==> config.mk <==
export PLATFORM = sky130hd
export DESIGN_NAME = fp32_fp64_format_converter
export DESIGN_NICKNAME = d
export VERILOG_FILES = /design/src/sv/fpcvt_pkg.sv /design/src/sv/fpcvt_decode.sv /design/src/sv/fpcvt_compute.sv /design/src/sv/fpcvt_round.sv /design/src/sv/fp32_fp64_format_converter.sv
export SDC_FILE = /design/constraint.sdc
export NUM_CORES = 1
export LEC_CHECK = 0
export BUFFER_PORTS_ARGS = -buffer_cell sky130_fd_sc_hd__buf_2
export CORE_UTILIZATION = 30
export DETAILED_ROUTE_END_ITERATION = 12
export SLEW_MARGIN = 10
export SYNTH_ARGS = -nofsm -noshare
export SYNTH_HDL_FRONTEND = slang
export SYNTH_SLANG_ARGS = --single-unit
==> constraint.sdc <==
create_clock -name clk -period 2.69 [get_ports clk]
set_input_delay 0.1345 -clock clk [delete_from_list [all_inputs] [get_ports clk]]
set_output_delay 0.1345 -clock clk [all_outputs]
set_load 0.01 [all_outputs]
==> src/sv/fpcvt_pkg.sv <==
package fpcvt_pkg;

    localparam int unsigned OPERAND_W = 64;
    localparam int unsigned S_EXP_W   = 8;
    localparam int unsigned S_FRAC_W  = 23;
    localparam int unsigned D_EXP_W   = 11;
    localparam int unsigned D_FRAC_W  = 52;

    localparam logic [D_EXP_W-1:0] D_EXP_MAX = 11'h7FF;
    localparam logic [S_EXP_W-1:0] S_EXP_MAX = 8'hFF;
    localparam logic [D_EXP_W-1:0] BIAS_DIFF = 11'd896;

    localparam logic MODE_WIDEN  = 1'b0;
    localparam logic MODE_NARROW = 1'b1;

    // Decoded operand classes handed from decode to the compute stage
    typedef struct packed {
        logic       mode;
        logic       sign;
        logic       is_special;
        logic       is_zero;
        logic [4:0] lz;
    } cls_t;

    // Count leading zeros of a 23-bit single fraction
    function automatic logic [4:0] clz23(input logic [S_FRAC_W-1:0] f);
        logic [4:0] n;
        logic       found;
        n = 5'd23;
        found = 1'b0;
        for (int i = S_FRAC_W - 1; i >= 0; i--)
        begin
            if (!found && f[i])
            begin
                n = 5'(S_FRAC_W - 1 - i);
                found = 1'b1;
            end
        end
        return n;
    endfunction

endpackage

==> src/sv/fpcvt_decode.sv <==
module fpcvt_decode (
    input  logic                          clk,
    input  logic                          rst_n,
    input  logic                          in_valid,
    input  logic                          mode,
    input  logic [fpcvt_pkg::OPERAND_W-1:0] operand_bits,
    output logic                          out_valid,
    output fpcvt_pkg::cls_t               cls,
    output logic [fpcvt_pkg::OPERAND_W-1:0] op
);
    import fpcvt_pkg::*;

    logic                 valid_reg;
    cls_t                 cls_reg;
    cls_t                 cls_next;
    logic [OPERAND_W-1:0] op_reg;

    // Classify operand and count leading zeros of a single fraction
    always_comb
    begin
        cls_next.mode = mode;
        if (mode == MODE_WIDEN)
        begin
            cls_next.sign       = operand_bits[31];
            cls_next.is_special = operand_bits[30:23] == S_EXP_MAX;
            cls_next.is_zero    = operand_bits[30:23] == '0;
        end
        else
        begin
            cls_next.sign       = operand_bits[63];
            cls_next.is_special = operand_bits[62:52] == D_EXP_MAX;
            cls_next.is_zero    = operand_bits[62:52] == '0;
        end
        cls_next.lz = clz23(operand_bits[S_FRAC_W-1:0]);
    end

    always_ff @(posedge clk or negedge rst_n)
    begin
        if (!rst_n)
            valid_reg <= 1'b0;
        else
            valid_reg <= in_valid;
    end

    // Advance payload
    always_ff @(posedge clk)
    begin
        cls_reg <= cls_next;
        op_reg  <= operand_bits;
    end

    assign out_valid = valid_reg;
    assign cls       = cls_reg;
    assign op        = op_reg;
endmodule

==> src/sv/fpcvt_compute.sv <==
module fpcvt_compute (
    input  logic                          clk,
    input  logic                          rst_n,
    input  logic                          in_valid,
    input  fpcvt_pkg::cls_t               cls,
    input  logic [fpcvt_pkg::OPERAND_W-1:0] op,
    output logic                          out_valid,
    output logic [fpcvt_pkg::OPERAND_W-1:0] pre,
    output logic                          inc,
    output logic                          ovf_chk,
    output logic                          mode_o
);
    import fpcvt_pkg::*;

    logic                 valid_reg;
    logic [OPERAND_W-1:0] pre_reg;
    logic [OPERAND_W-1:0] pre_next;
    logic                 inc_reg;
    logic                 inc_next;
    logic                 ovf_reg;
    logic                 ovf_next;
    logic                 mode_reg;

    logic [S_FRAC_W-1:0]  sf;
    logic [S_FRAC_W-1:0]  sf_norm;
    logic [D_EXP_W-1:0]   de;
    logic [D_FRAC_W-1:0]  df;
    logic [S_FRAC_W-1:0]  top;
    logic [12:0]          se;
    logic [4:0]           sh;
    logic [S_FRAC_W:0]    mant;
    logic [S_FRAC_W:0]    mant_sh;
    logic                 rnd;
    logic                 sticky;

    // Build result before rounding increment
    always_comb
    begin
        sf       = op[S_FRAC_W-1:0];
        sf_norm  = (sf << cls.lz) << 1;
        de       = op[62:52];
        df       = op[D_FRAC_W-1:0];
        top      = df[51:29];
        se       = {2'b00, de} - {2'b00, BIAS_DIFF};
        sh       = 5'd0;
        mant     = {1'b1, top};
        mant_sh  = '0;
        rnd      = df[28];
        sticky   = df[27:0] != '0;
        inc_next = 1'b0;
        ovf_next = 1'b0;
        pre_next = '0;
        if (cls.mode == MODE_WIDEN)
        begin
            if (cls.is_special)
                pre_next = {cls.sign, D_EXP_MAX, sf, 29'd0};
            else if (cls.is_zero)
            begin
                if (sf == '0)
                    pre_next = {cls.sign, 63'd0};
                else
                    pre_next = {cls.sign, BIAS_DIFF - D_EXP_W'(cls.lz), sf_norm, 29'd0};
            end
            else
                pre_next = {cls.sign, D_EXP_W'(op[30:23]) + BIAS_DIFF, sf, 29'd0};
        end
        else
        begin
            if (cls.is_special)
                pre_next = {32'd0, cls.sign, S_EXP_MAX,
                    (df != '0 && top == '0) ? 23'd1 : top};
            else if (cls.is_zero)
                pre_next = {32'd0, cls.sign, 31'd0};
            else if (!se[12] && se >= 13'd255)
                pre_next = {32'd0, cls.sign, S_EXP_MAX, 23'd0};
            else if (se[12] || se == '0)
            begin
                // Denormal result: truncate
                if (se[12] && se < 13'h1FE9)
                    pre_next = {32'd0, cls.sign, 31'd0};
                else
                begin
                    sh      = 5'(13'd1 - se);
                    mant_sh = mant >> sh;
                    pre_next = {32'd0, cls.sign, 7'd0, mant_sh};
                end
            end
            else
            begin
                pre_next = {32'd0, cls.sign, se[7:0], top};
                inc_next = rnd && (sticky || top[0]);
                ovf_next = 1'b1;
            end
        end
    end

    always_ff @(posedge clk or negedge rst_n)
    begin
        if (!rst_n)
            valid_reg <= 1'b0;
        else
            valid_reg <= in_valid;
    end

    // Advance payload
    always_ff @(posedge clk)
    begin
        pre_reg  <= pre_next;
        inc_reg  <= inc_next;
        ovf_reg  <= ovf_next;
        mode_reg <= cls.mode;
    end

    assign out_valid = valid_reg;
    assign pre       = pre_reg;
    assign inc       = inc_reg;
    assign ovf_chk   = ovf_reg;
    assign mode_o    = mode_reg;
endmodule

==> src/sv/fpcvt_round.sv <==
module fpcvt_round (
    input  logic                          clk,
    input  logic                          rst_n,
    input  logic                          in_valid,
    input  logic [fpcvt_pkg::OPERAND_W-1:0] pre,
    input  logic                          inc,
    input  logic                          ovf_chk,
    input  logic                          mode,
    output logic                          out_valid,
    output logic [fpcvt_pkg::OPERAND_W-1:0] result
);
    import fpcvt_pkg::*;

    logic                 valid_reg;
    logic [OPERAND_W-1:0] result_reg;
    logic [OPERAND_W-1:0] result_next;
    logic [30:0]          sum;

    // Add rounding increment; a carry into all-ones exponent gives infinity
    always_comb
    begin
        sum = pre[30:0] + 31'(inc);
        result_next = pre;
        if (mode == MODE_NARROW && ovf_chk)
        begin
            if (sum[30:23] == S_EXP_MAX)
                result_next = {32'd0, pre[31], S_EXP_MAX, 23'd0};
            else
                result_next = {32'd0, pre[31], sum};
        end
    end

    always_ff @(posedge clk or negedge rst_n)
    begin
        if (!rst_n)
            valid_reg <= 1'b0;
        else
            valid_reg <= in_valid;
    end

    // Hold result for output
    always_ff @(posedge clk)
    begin
        result_reg <= result_next;
    end

    assign out_valid = valid_reg;
    assign result    = result_reg;
endmodule

==> src/sv/fp32_fp64_format_converter.sv <==
// Channel  | Ports                         | Handshake
// ---------+-------------------------------+--------------------------
// request  | start, mode, operand_bits     | taken when start && !busy
// result   | done, result_bits             | one-cycle strobe on done
//
// Three register stages: decode with leading-zero count, convert, round.
// A request passes the decode, convert and round registers in that order; done is the round stage's registered valid.
// One request enters every cycle; busy is held low.
// Reset clears only the stage valid bits.
module fp32_fp64_format_converter (
    input  logic                          clk,
    input  logic                          rst_n,
    input  logic                          start,
    output logic                          busy,
    input  logic                          mode,
    input  logic [fpcvt_pkg::OPERAND_W-1:0] operand_bits,
    output logic                          done,
    output logic [fpcvt_pkg::OPERAND_W-1:0] result_bits
);
    import fpcvt_pkg::*;

    logic                 v1;
    cls_t                 cls1;
    logic [OPERAND_W-1:0] op1;
    logic                 v2;
    logic [OPERAND_W-1:0] pre2;
    logic                 inc2;
    logic                 ovf2;
    logic                 mode2;

    assign busy = 1'b0;

    fpcvt_decode u_decode (
        .clk          (clk),
        .rst_n        (rst_n),
        .in_valid     (start),
        .mode         (mode),
        .operand_bits (operand_bits),
        .out_valid    (v1),
        .cls          (cls1),
        .op           (op1)
    );

    fpcvt_compute u_compute (
        .clk       (clk),
        .rst_n     (rst_n),
        .in_valid  (v1),
        .cls       (cls1),
        .op        (op1),
        .out_valid (v2),
        .pre       (pre2),
        .inc       (inc2),
        .ovf_chk   (ovf2),
        .mode_o    (mode2)
    );

    fpcvt_round u_round (
        .clk       (clk),
        .rst_n     (rst_n),
        .in_valid  (v2),
        .pre       (pre2),
        .inc       (inc2),
        .ovf_chk   (ovf2),
        .mode      (mode2),
        .out_valid (done),
        .result    (result_bits)
    );
endmodule
Word level (Yosys, flattened, before mapping)
Index checks and enable logic that the tools add are counted.
{ "op_classes": {"n_addsub": 5, "magnitude_cmp": 2, "n_eq_ne": 3, "n_shift": 2, "n_mux": 58, "bitwise": 1, "reduce_logical": 63} }
{ "ops": {"columns": ["operator", "count"], "rows": [
  ["63-bit 2-to-1 mux", 3],
  ["31-bit 2-to-1 mux", 5],
  ["64-bit 2-to-1 mux", 2],
  ["5-bit 2-to-1 mux", 16],
  ["52-bit nonzero test", 1],
  ["23-bit zero test", 2],
  ["31-bit by 1-bit adder with 31-bit output", 1],
  ["28-bit nonzero test", 1],
  ["1-bit logical AND", 27],
  ["24-bit 2-to-1 mux", 1],
  ["24-bit by 5-bit right shift with 24-bit output", 1],
  ["1-bit zero test", 23],
  ["1-bit 2-to-1 mux", 23],
  ["23-bit 2-to-1 mux", 1],
  ["23-bit by 5-bit left shift with 22-bit output", 1],
  ["8-bit equality test (second input constant)", 2],
  ["3-bit 2-to-1 mux", 5],
  ["13-bit by 8-bit >= comparator with 1-bit output (second input constant)", 1],
  ["13-bit zero test", 1],
  ["13-bit < comparator (second input constant)", 1],
  ["11-bit by 10-bit subtractor with 12-bit output (second input constant)", 1],
  ["8-bit by 10-bit adder with 11-bit output (second input constant)", 1],
  ["11-bit equality test (second input constant)", 1],
  ["11-bit zero test", 1],
  ["other kinds (10)", 12]
]} }
{ "totals": {"regBits": 206, "word_cells": 150} }

Depth between registers and ports, before layout
Gate-level depths: netlist of the first run.
{ "logic_depth": {"word_depth": 67, "depth_mapped": 12} }

Modules after synthesis
Synthesis of the first run repeated with hierarchy kept, for this count alone.
{ "hier_totals": {"cells_unflattened": 924, "area_unflattened_um2": 9100.0} }
{ "modules_own_cells": {"columns": ["mod", "instances", "cells_per_inst", "area_per_inst_um2", "seq_area_each_um2"], "rows": [
  ["fpcvt_compute", 1, 546, 4815.9, 1346.3],
  ["fpcvt_round", 1, 246, 2412.3, 1306.3],
  ["fpcvt_decode", 1, 130, 1860.5, 1486.4],
  ["fp32_fp64_format_converter", 1, 2, 11.3, 0.0]
]} }

Least setup slack after synthesis of the first run
No wires, ideal clock.
{ "synth_timing": {"path_kind": "register -> register", "startpoint": "register u_decode.op_reg[53], in the netlist u_decode.op[53]", "endpoint": "register u_compute.pre_reg[20], in the netlist u_compute.pre[20]", "arrival_time_ns": 2.758, "required_ns": 2.629, "setup_slack_ns": -0.129, "stages_incl_launch_ff": 11, "path_cell_list": "dfxtp_1 -> clkbuf_1 -> inv_2 -> clkbuf_1 -> ha_1 -> nand2b_1 -> a21oi_1 -> or4_1 -> o21a_1 -> nor4_2 -> a32o_1"} }
{ "synth_via": {"elab_chain_cells": 9, "elab_cells_between_ends": 16, "classes_between": "add/sub (2); order compare (2); shift (1); mux (6); reduce/logical (5)"} }
{ "synth_lines": {"columns": ["item", "line_no", "rtl"], "rows": [
  ["start: declaration", "fpcvt_decode.sv:16", "logic [OPERAND_W-1:0] op_reg;"],
  ["start signal: assignment", "fpcvt_decode.sv:49", "op_reg <= operand_bits;"],
  ["11-bit by 10-bit subtractor with 12-bit output *", "fpcvt_compute.sv:44", "se = {2'b00, de} - {2'b00, BIAS_DIFF};"],
  ["1-bit by 5-bit subtractor with 5-bit output or 13-bit < comparator (tied branches)", "fpcvt_compute.sv:83, fpcvt_compute.sv:79", null],
  ["24-bit by 5-bit right shift with 24-bit output or 1-bit logical AND (tied branches)", "fpcvt_compute.sv:84, fpcvt_compute.sv:79", null],
  ["24-bit 2-to-1 mux", "fpcvt_compute.sv:79", "if (se[12] && se < 13'h1FE9)"],
  ["31-bit 2-to-1 mux", "fpcvt_compute.sv:76", "else if (se[12] || se == '0)"],
  ["31-bit 2-to-1 mux *", "fpcvt_compute.sv:74", "else if (!se[12] && se >= 13'd255)"],
  ["31-bit 2-to-1 mux *", "fpcvt_compute.sv:72", "else if (cls.is_zero)"],
  ["31-bit 2-to-1 mux *", "fpcvt_compute.sv:69", "if (cls.is_special)"],
  ["64-bit 2-to-1 mux *", "fpcvt_compute.sv:53", "if (cls.mode == MODE_WIDEN)"],
  ["end signal: assignment", "fpcvt_compute.sv:108", "pre_reg <= pre_next;"],
  ["end: declaration", "fpcvt_compute.sv:16", "logic [OPERAND_W-1:0] pre_reg;"]
]} }
Mark *: on every way between the ends. The rest lies on a longest branch, timed or not.
A chain may end at the register's enable or synchronous reset.

Final worst setup path of the first run
{ "layout_timing": {"startpoint": "register u_decode.op_reg[59], in the netlist u_decode.op[59]", "endpoint": "register u_compute.pre_reg[1], in the netlist u_compute.pre[1]"} }
{ "layout_via": {"elab_chain_cells": 9, "elab_cells_between_ends": 14, "classes_between": "add/sub (1); order compare (2); mux (6); reduce/logical (5)"} }
{ "layout_lines": {"columns": ["item", "line_no"], "rows": [
  ["11-bit by 10-bit subtractor with 12-bit output *", "fpcvt_compute.sv:44"],
  ["13-bit < comparator", "fpcvt_compute.sv:79"],
  ["1-bit logical AND", "fpcvt_compute.sv:79"],
  ["24-bit 2-to-1 mux", "fpcvt_compute.sv:79"],
  ["31-bit 2-to-1 mux", "fpcvt_compute.sv:76"],
  ["31-bit 2-to-1 mux *", "fpcvt_compute.sv:74"],
  ["31-bit 2-to-1 mux *", "fpcvt_compute.sv:72"],
  ["31-bit 2-to-1 mux *", "fpcvt_compute.sv:69"],
  ["64-bit 2-to-1 mux *", "fpcvt_compute.sv:53"]
]} }
Marks and branches as above.

==> impl_metrics.yaml, run 1 <==
logic_synthesis:
  synth_edf_count: 0
  synth.ff_latch_count: 204
  postSynthCellCount: 906
  synth_area_sq_um: 8690
  synth_cell_types: 67
  synthArstFlopShare: 0.0147
  syn_area_per_cell_sq_um: 9.59
  yosys.area.top_type_share: 0.463
  yosys-top-cells-area: "dfxtp_1, mux2i_1, mux4_2, nand2_1, and2_1"
  synthFlopType: "dfxtp_1"
  ys_seq_area_frac: 0.472
  ys_warn_count: 0
  yosys.area.top_type: "dfxtp_1"
  synth_fp_nets: 982
clock_network:
  postCtsSetupBuffers: 0
  cts_made_buffers: 22
  post_cts_resized: 0
  cts_root_buf: "clkbuf_16"
  path_clk_slew_ps: 60
  hold_buffers: 68
  cts_buffer_depth: 3
  cts_tree: "built"
  insertion_delay_ps: 500
  cts_max_level: 1
  clock_sinks: 204
setup_path:
  endpoint_kind: "flip-flop"
  cp-start-kind: "flip-flop"
  critPathArrivalTime_ps: 2940
  cp.required_ps: 3130
  worstSetupPathType: "flip-flop to flip-flop"
  timing.rr.start: "u_decode.op[59]"
  path_max_fanout: 7
  crit_start: "u_decode.op[59]"
placed_design:
  placed_cells: 1397
  gp_congestion: 0.925
  place_area_sq_um: 9840
  dp_worst_setup_slack_ps: 209
  portBuffers: 132
  hpwl_um: 18500
floorplanning:
  core_area_sq_um: 28200
  die_area_sq_um: 29600
  die_y_um: 172
  rows: 61
  dieWidth_um: 172
  start_util: 0.308
  io_pins: 134
global_routing:
  grt_overflow: 0
  grt_max_degree: 36
  grt_antenna_before_repair: 0
  grt_pass1_vias: 7215
  gr-usage-all-layers: 0.167
  grt_pass1_wl_um: 39100
routing:
  drt_iter0_drc: 596
  detail-route-antenna-nets: 0
  vias: 7459
  route.detailed.drc: 0
  wl_per_cell_um: 16.4
  firstDrtPassIters: 5
  vias_per_cell: 4.96
  drt_wl_total_um: 24600
min_path:
  hold_class: "input pin to flip-flop"
  hp-start: "operand_bits[43]"
cells_and_area:
  seq_area_sq_um: 4100
  final_cells: 1505
  multi_input_area_sq_um: 4310
  syn2layout_area_growth_pct: 29.8
  n_antenna_cell: 0
  utilization: 0.400
  drive_gt1_frac: 0.213
  fillers: 2751
  fin_nets: 1187
  finalInstanceArea_sq_um: 11300
sta:
  rsz0062_at_grt: "no"
  fin_skew_ps: 13.6
  finalSetupViolCount: 0
  finalCritPeriodShare: 0.931
  min_period_ps: 2500
  hold_ws_ps: 265
  fin_setup_tns_ps: 0
  clock.fmax_mhz: 399
  hold_viol: 0
  slew_violations: 0
  timing.slew.headroom: 0.211
  worstMarginPinSlew_ps: 1180
  worst_slack_ps: 186
flow_run:
  maxCapViolCount: 0
pwr:
  power.density_nw_per_um2: 641
  total_leakage_power_nw: 4.67
  finalPower_mw: 7.22
  peakVddDrop_uv: 352
status:
  outcome: "completed"
final timing paths:
| kind | endpoint | slack (ps) | depth (start not counted) |
|---|---|---|---|
| max reg2reg | u_compute.pre[1] | 190 | 8 |
| max in group asynchronous | u_compute.out_valid | 2040 | 3 |
| min reg2reg | u_round.result[31] | 330 | 0 |
| min | u_decode.op[43] | 260 | 2 |
| min in group asynchronous | u_round.out_valid | 500 | 3 |
| max | u_compute.pre[1] | 190 | 8 |
cell usage after synthesis, types with 17 or more instances:
cell type	instances
xnor2_1	17
mux2i_1	46
mux4_2	17
nor4_1	22
nor3_1	24
a22o_1	20
dfxtp_1	201
clkbuf_1	32
inv_1	19
nand3_1	23
nand2_1	92
nor2_1	61
o21ai_0	48
a21oi_1	42
and2_1	45
cell type report:
| cell class | instances | area share |
|---|---|---|
| Clock buffer | 27 | 0.0533 |
| Multi-Input combinational cell | 633 | 0.382 |
| Sequential cell | 204 | 0.363 |
| Timing Repair Buffer | 228 | 0.138 |
| Clock inverter | 13 | 0.0142 |
| Inverter | 22 | 0.00732 |
| Tap cell | 378 | 0.0419 |
placed cells by master (no fill, tap or decap), types with 28 or more instances in the layout:
master,count
a21oi_1,42
and2_1,45
buf_2,132
buf_4,28
dfxtp_1,201
dlygate4sd3_1,68
mux2i_1,46
nand2_1,92
nor2_1,61
o21ai_0,48
where the power goes:
part | leakage [nW] | switching (mW) | total, mW | internal [mW]
combinational | 2.61 | 0.428 | 0.826 | 0.398
clock | 0.357 | 1.21 | 3.10 | 1.89
sequential | 1.70 | 0.128 | 3.30 | 3.17
total | 4.67 | 1.76 | 7.22 | 5.46
layer usage:
metal,wire length (um),share of wire,GRT usage,vias to the layer above
li1,-,-,-,3697
met1,12200,0.49,0.246,3444
met2,10100,0.41,0.246,279
met3,1850,0.075,0.0300,39
met4,472,0.019,0.0446,0
met5,0,0,0,-
kinds of logic after synthesis:
kind of cell             count (synthesis)  synth area share
AO/OA/AOI/OAI                          187             0.145
XOR/XNOR                                29            0.0292
adder cells (fa/ha/maj)                  8            0.0115
buffers and inverters                   69            0.0326
flip-flops                             204             0.472
multiplexers                            76             0.114
other                                    1          0.000432
AND/OR/NAND/NOR                        332             0.196
critical path, stage by stage (launching register included):
cell and delay [ps]:
dfxtp_1 420, inv_1 100, ha_1 320, nor4_1 300, a31oi_1 140, buf_4 190, o22a_1 290, a2111oi_0 480
a221o_1 210
(Power assumes the default switching activity.)
==> run 2: changes to the inputs <==
--- a/config.mk
+++ b/config.mk
@@ -10,2 +10,3 @@
 export DETAILED_ROUTE_END_ITERATION = 12
+export SETUP_SLACK_MARGIN = 0.5
 export SLEW_MARGIN = 10
--- a/constraint.sdc
+++ b/constraint.sdc
@@ -3,2 +3,2 @@
 set_output_delay 0.1345 -clock clk [all_outputs]
-set_load 0.01 [all_outputs]
+set_load 0.02 [all_outputs]
==> run 2 against run 1 <==
  * Non-clock buffer count rose by 11
  * Clock power rose by 3%
  * Sequential cell count did not move
  * Final area rose by 5.7%
  * Largest cell class unchanged
  * Largest power group unchanged
==> impl_metrics.yaml, run 2 (same netlist as run 1, synthesis figures left out) <==
status:
  outcome: "completed"
placed_design:
  hpwl_um: 18600
  gp_congestion: 0.944
  portBuffers: 132
flow_run:
  maxCapViolCount: 0
sta:
  hold_viol: 0
  clock.fmax_mhz: 466
  fin_skew_ps: 12.1
  fin_setup_tns_ps: 0
  slew_violations: 0
  min_period_ps: 2150
  timing.slew.headroom: 0.484
  worstMarginPinSlew_ps: 773
  finalSetupViolCount: 0
  finalCritPeriodShare: 0.798
  rsz0062_at_grt: "yes"
  hold_ws_ps: 266
global_routing:
  grt_overflow: 0
  grt_pass1_vias: 7163
  grt_pass1_wl_um: 39300
  gr-usage-all-layers: 0.168
  grt_antenna_before_repair: 0
  grt_max_degree: 39
routing:
  drt_wl_total_um: 25800
  vias_per_cell: 5.07
  drt_iter0_drc: 780
  firstDrtPassIters: 5
  detail-route-antenna-nets: 0
  vias: 7705
  wl_per_cell_um: 17.0
  route.detailed.drc: 0
cells_and_area:
  fillers: 2721
  final_common_cell: "dfxtp_1"
  syn2layout_area_growth_pct: 37.3
  n_antenna_cell: 0
  final_cell_mix: "dfxtp_1, buf_2, nand2_1"
  drive_gt1_frac: 0.289
  fin_nets: 1201
setup_path:
  cp-start-kind: "flip-flop"
  endpoint_kind: "flip-flop"
  crit_start: "u_compute.pre[10]"
  timing.rr.start: "u_compute.pre[10]"
  cp.required_ps: 3130
  critPathArrivalTime_ps: 2590
  path_max_fanout: 8
  worstSetupPathType: "flip-flop to flip-flop"
min_path:
  hp-start: "operand_bits[50]"
  hold_class: "input pin to flip-flop"
floorplanning:
  io_pins: 134
  dieWidth_um: 172
  die_area_sq_um: 29600
  start_util: 0.308
  core_area_sq_um: 28200
  rows: 61
  die_y_um: 172
clock_network:
  cts_tree: "built"
  cts_max_level: 1
  path_clk_slew_ps: 60
  cts_made_buffers: 23
  clock_sinks: 204
  insertion_delay_ps: 510
  cts_buffer_depth: 3
  cts_root_buf: "clkbuf_16"
pwr:
  total_leakage_power_nw: 4.83
  power.density_nw_per_um2: 625
  peakVddDrop_uv: 382
==> run 2: cell types whose count changed in the layout (fill, tap and decap cells not counted), sizes merged <==
cell / before / now
buf: 160 / 171
clkbuf: 27 / 34
clkinv: 6 / 3
clkinvlp: 5 / 2
inv: 21 / 22
or2: 3 / 5
==> run 2: area by class of cell <==
cell class,instances,area (sq um),share of cell area
multi-input combinational,635,4760,0.400
clock inverter,8,128,0.0107
inverter,22,85.1,0.00714
timing repair buffer,239,1650,0.139
tap,378,473,0.0397
clock buffer,34,667,0.0559
sequential,204,4150,0.348
==> run 2: stage by stage <==
step / setup WS, ps / utilization / instance area, sq um / power, mW / instances
global placement: 325 / 0.352 / 9930 / 4.17 / 1394
CTS: 510 / 0.411 / 11600 / 7.49 / 1507
floorplan: 484 / - / 8810 / 3.86 / 906
finish: 543 / 0.423 / 11900 / 7.45 / 1520
global route: 453 / 0.423 / 11900 / 7.73 / 1520
detailed placement: 181 / 0.352 / 9930 / 4.17 / 1394
==> run 2: power breakdown <==
| part | internal, mW | total, mW | switching, mW |
|---|---|---|---|
| Sequential | 3.17 | 3.31 | 0.137 |
| Combinational | 0.426 | 0.938 | 0.512 |
| Clock | 2.01 | 3.20 | 1.19 |
| Total | 5.60 | 7.45 | 1.84 |
==> run 2: worst paths after layout <==
kind | cells past startpoint | slack, ps | end
hold reg to reg | 0 | 330 | u_round.result[31]
min in group asynchronous | 3 | 510 | u_round.out_valid
hold / removal | 2 | 270 | u_decode.op[50]
max in group asynchronous | 3 | 2050 | u_decode.out_valid
setup reg to reg | 7 | 540 | u_round.result[9]
setup / recovery | 7 | 540 | u_round.result[9]
==> run 2: per-layer routing <==
| metal | part of all wire | vias to the layer above | GRT usage |
|---|---|---|---|
| met3 | 0.073 | 52 | 0.0259 |
| met4 | 0.026 | 0 | 0.0543 |
| met2 | 0.42 | 306 | 0.238 |
| met5 | 0 | - | 0 |
| li1 | - | 3732 | - |
| met1 | 0.48 | 3615 | 0.255 |
==> run 2: critical path, stage by stage, from the launching register on <==
cell,delay (ps)
dfxtp_2,340
nand4_1,140
or4_4,620
o31a_1,330
o22ai_4,270
nor3_4,100
buf_6,170
nor2_4,100
==> run 2: timing repair <==
action	4_1_cts	5_1_grt
setup endpoints to repair	60	60
resized for setup	32	67
endpoints found under the hold margin	75	0
gates cloned	0	3
setup buffers	3	10
hold buffers	68	0
pin swaps	7	18
==> run 3: changes to the inputs <==
- clock period: 2.69 -> 2.21 ns (I/O delays scaled with it)
==> run 3 against run 2 <==
  * Worst setup slack got worse by 460 ps
  * Sequential power is 21% higher
  * Critical endpoint is now u_compute.pre[7]
  * Sequential share of layout area decreased by 4.2 points
==> impl_metrics.yaml, run 3 (same netlist as run 1, synthesis figures left out) <==
clock_network:
  cts_max_level: 1
  cts_made_buffers: 23
  insertion_delay_ps: 530
  clock_sinks: 204
  cts_root_buf: "clkbuf_16"
  cts_buffer_depth: 3
  path_clk_slew_ps: 50
  cts_tree: "built"
pwr:
  sw_frac_of_total: 0.258
  peakVddDrop_uv: 466
  internal_power_mw: 6.96
  sequentialPowerShare: 0.426
  total_leakage_power_nw: 5.63
  switchingPower_mw: 2.42
  power.density_nw_per_um2: 689
  comb_power_share: 0.157
  clkPwrFrac: 0.417
cells_and_area:
  fin_nets: 1319
  drive_gt1_frac: 0.423
  utilization: 0.484
  final_cell_mix: "dfxtp_1, buf_2, buf_4"
  syn2layout_area_growth_pct: 56.8
  final_common_cell: "dfxtp_1"
  fillers: 2531
  finalInstanceArea_sq_um: 13600
sta:
  finalCritPeriodShare: 0.963
  fin_skew_ps: 24.6
  slew_violations: 0
  fin_setup_tns_ps: 0
  finalSetupViolCount: 0
  worstMarginPinSlew_ps: 613
  hold_viol: 0
  rsz0062_at_grt: "yes"
  min_period_ps: 2130
  timing.slew.headroom: 0.589
  hold_ws_ps: 241
  clock.fmax_mhz: 470
routing:
  wl_met3_um: 2030
  drt_wl_total_um: 28000
  detail-route-antenna-nets: 0
  firstDrtPassIters: 7
  drt_iter0_drc: 696
  m1WireLength_um: 12900
  wl_per_cell_um: 17.1
  vias: 8255
  vias_per_cell: 5.04
  highest-signal-layer: "met4"
  dr_wl_met2_um: 12100
  route.detailed.drc: 0
floorplanning:
  io_pins: 134
  dieWidth_um: 172
  start_util: 0.308
  die_area_sq_um: 29600
  die_y_um: 172
  core_area_sq_um: 28200
  rows: 61
setup_path:
  critPathArrivalTime_ps: 2570
  endpoint: "u_compute.pre[7]"
  timing.rr.start: "u_decode.op[52]"
  cp-start-kind: "flip-flop"
  worstSetupPathType: "flip-flop to flip-flop"
  path_max_fanout: 9
  endpoint_kind: "flip-flop"
  rrSetupSlack_ps: 80
  reg2reg_depth: 10
  cp.required_ps: 2650
  r2r_end: "u_compute.pre[7]"
  crit_start: "u_decode.op[52]"
global_routing:
  grt_antenna_before_repair: 0
  grt_max_degree: 43
  grt_overflow: 0
  gr-usage-all-layers: 0.183
  grt_pass1_wl_um: 42700
  grt_pass1_vias: 7893
placed_design:
  hpwl_um: 19500
  place_area_sq_um: 10600
  gp_congestion: 0.924
  portBuffers: 132
flow_run:
  maxCapViolCount: 0
status:
  outcome: "completed"
min_path:
  min_delay_path_depth: 2
  hold_class: "input pin to flip-flop"
run 3: cell count changes in the layout (fill, tap and decap cells not counted), moves of 9 or more:
cell / change
buf_6: +22
a21oi_1: -11
a21oi_2: +11
buf_4: +85
o21ai_0: -16
o21ai_1: +9
run 3: metal layers:
layer,track usage,vias up
met2,0.274,361
li1,-,3973
met5,0,-
met1,0.260,3846
met3,0.0307,75
met4,0.0708,0
run 3: power groups by stage:
stage          clock [mW]  sequential, mW  combinational (mW)
3_5_place_dp            0            4.07                1.12
2_1_floorplan           0            4.11               0.632
5_1_grt              4.16            4.01                1.57
6_report             3.92            3.99                1.47
3_3_place_gp            0            4.06                1.13
4_1_cts              4.03            3.99                1.36
run 3: through the flow:
step	power, mW	instances	setup slack, ps
2_1_floorplan	4.74	906	116
3_3_place_gp	5.19	1458	-94.8
3_5_place_dp	5.19	1458	-74.0
4_1_cts	9.38	1610	109
5_1_grt	9.74	1638	-20.1
6_report	9.38	1639	80.9
run 3: critical path: stages (launching register included):
cell	delay, ps
dfxtp_2	320
buf_12	140
buf_4	130
buf_6	120
mux2i_2	150
mux4_2	530
buf_4	160
nor2_2	70
a31oi_1	70
nor3_2	230
a221o_1	130
run 3: area by class of cell:
type                       instances  area, sq um  area share
clock buffer                      29          638      0.0468
multi-input combinational        634         5290       0.388
sequential                       204         4170       0.306
timing repair buffer             358         2810       0.206
inverter                          22         93.8     0.00689
clock inverter                    13          155      0.0114
tap                              378          473      0.0347
antenna                            1         2.50    0.000184
run 3: repair_timing:
action	in CTS	in global routing
gates cloned	4	1
setup buffers	38	27
hold buffers	68	0
resized for setup	120	91
endpoints found under the setup margin	86	91
pin swaps	55	54
hold endpoints to repair	75	0
run 3: worst min path at each step:
stage                startpoint                  end  slack [ps]
2_1_floorplan             rst_n  u_compute.out_valid        -190
3_3_place_gp              rst_n    u_round.out_valid        -100
3_5_place_dp              rst_n   u_decode.out_valid         -90
4_1_cts        operand_bits[48]      u_decode.op[48]         210
5_1_grt        operand_bits[48]      u_decode.op[48]         230
6_report       operand_bits[47]      u_decode.op[47]         240
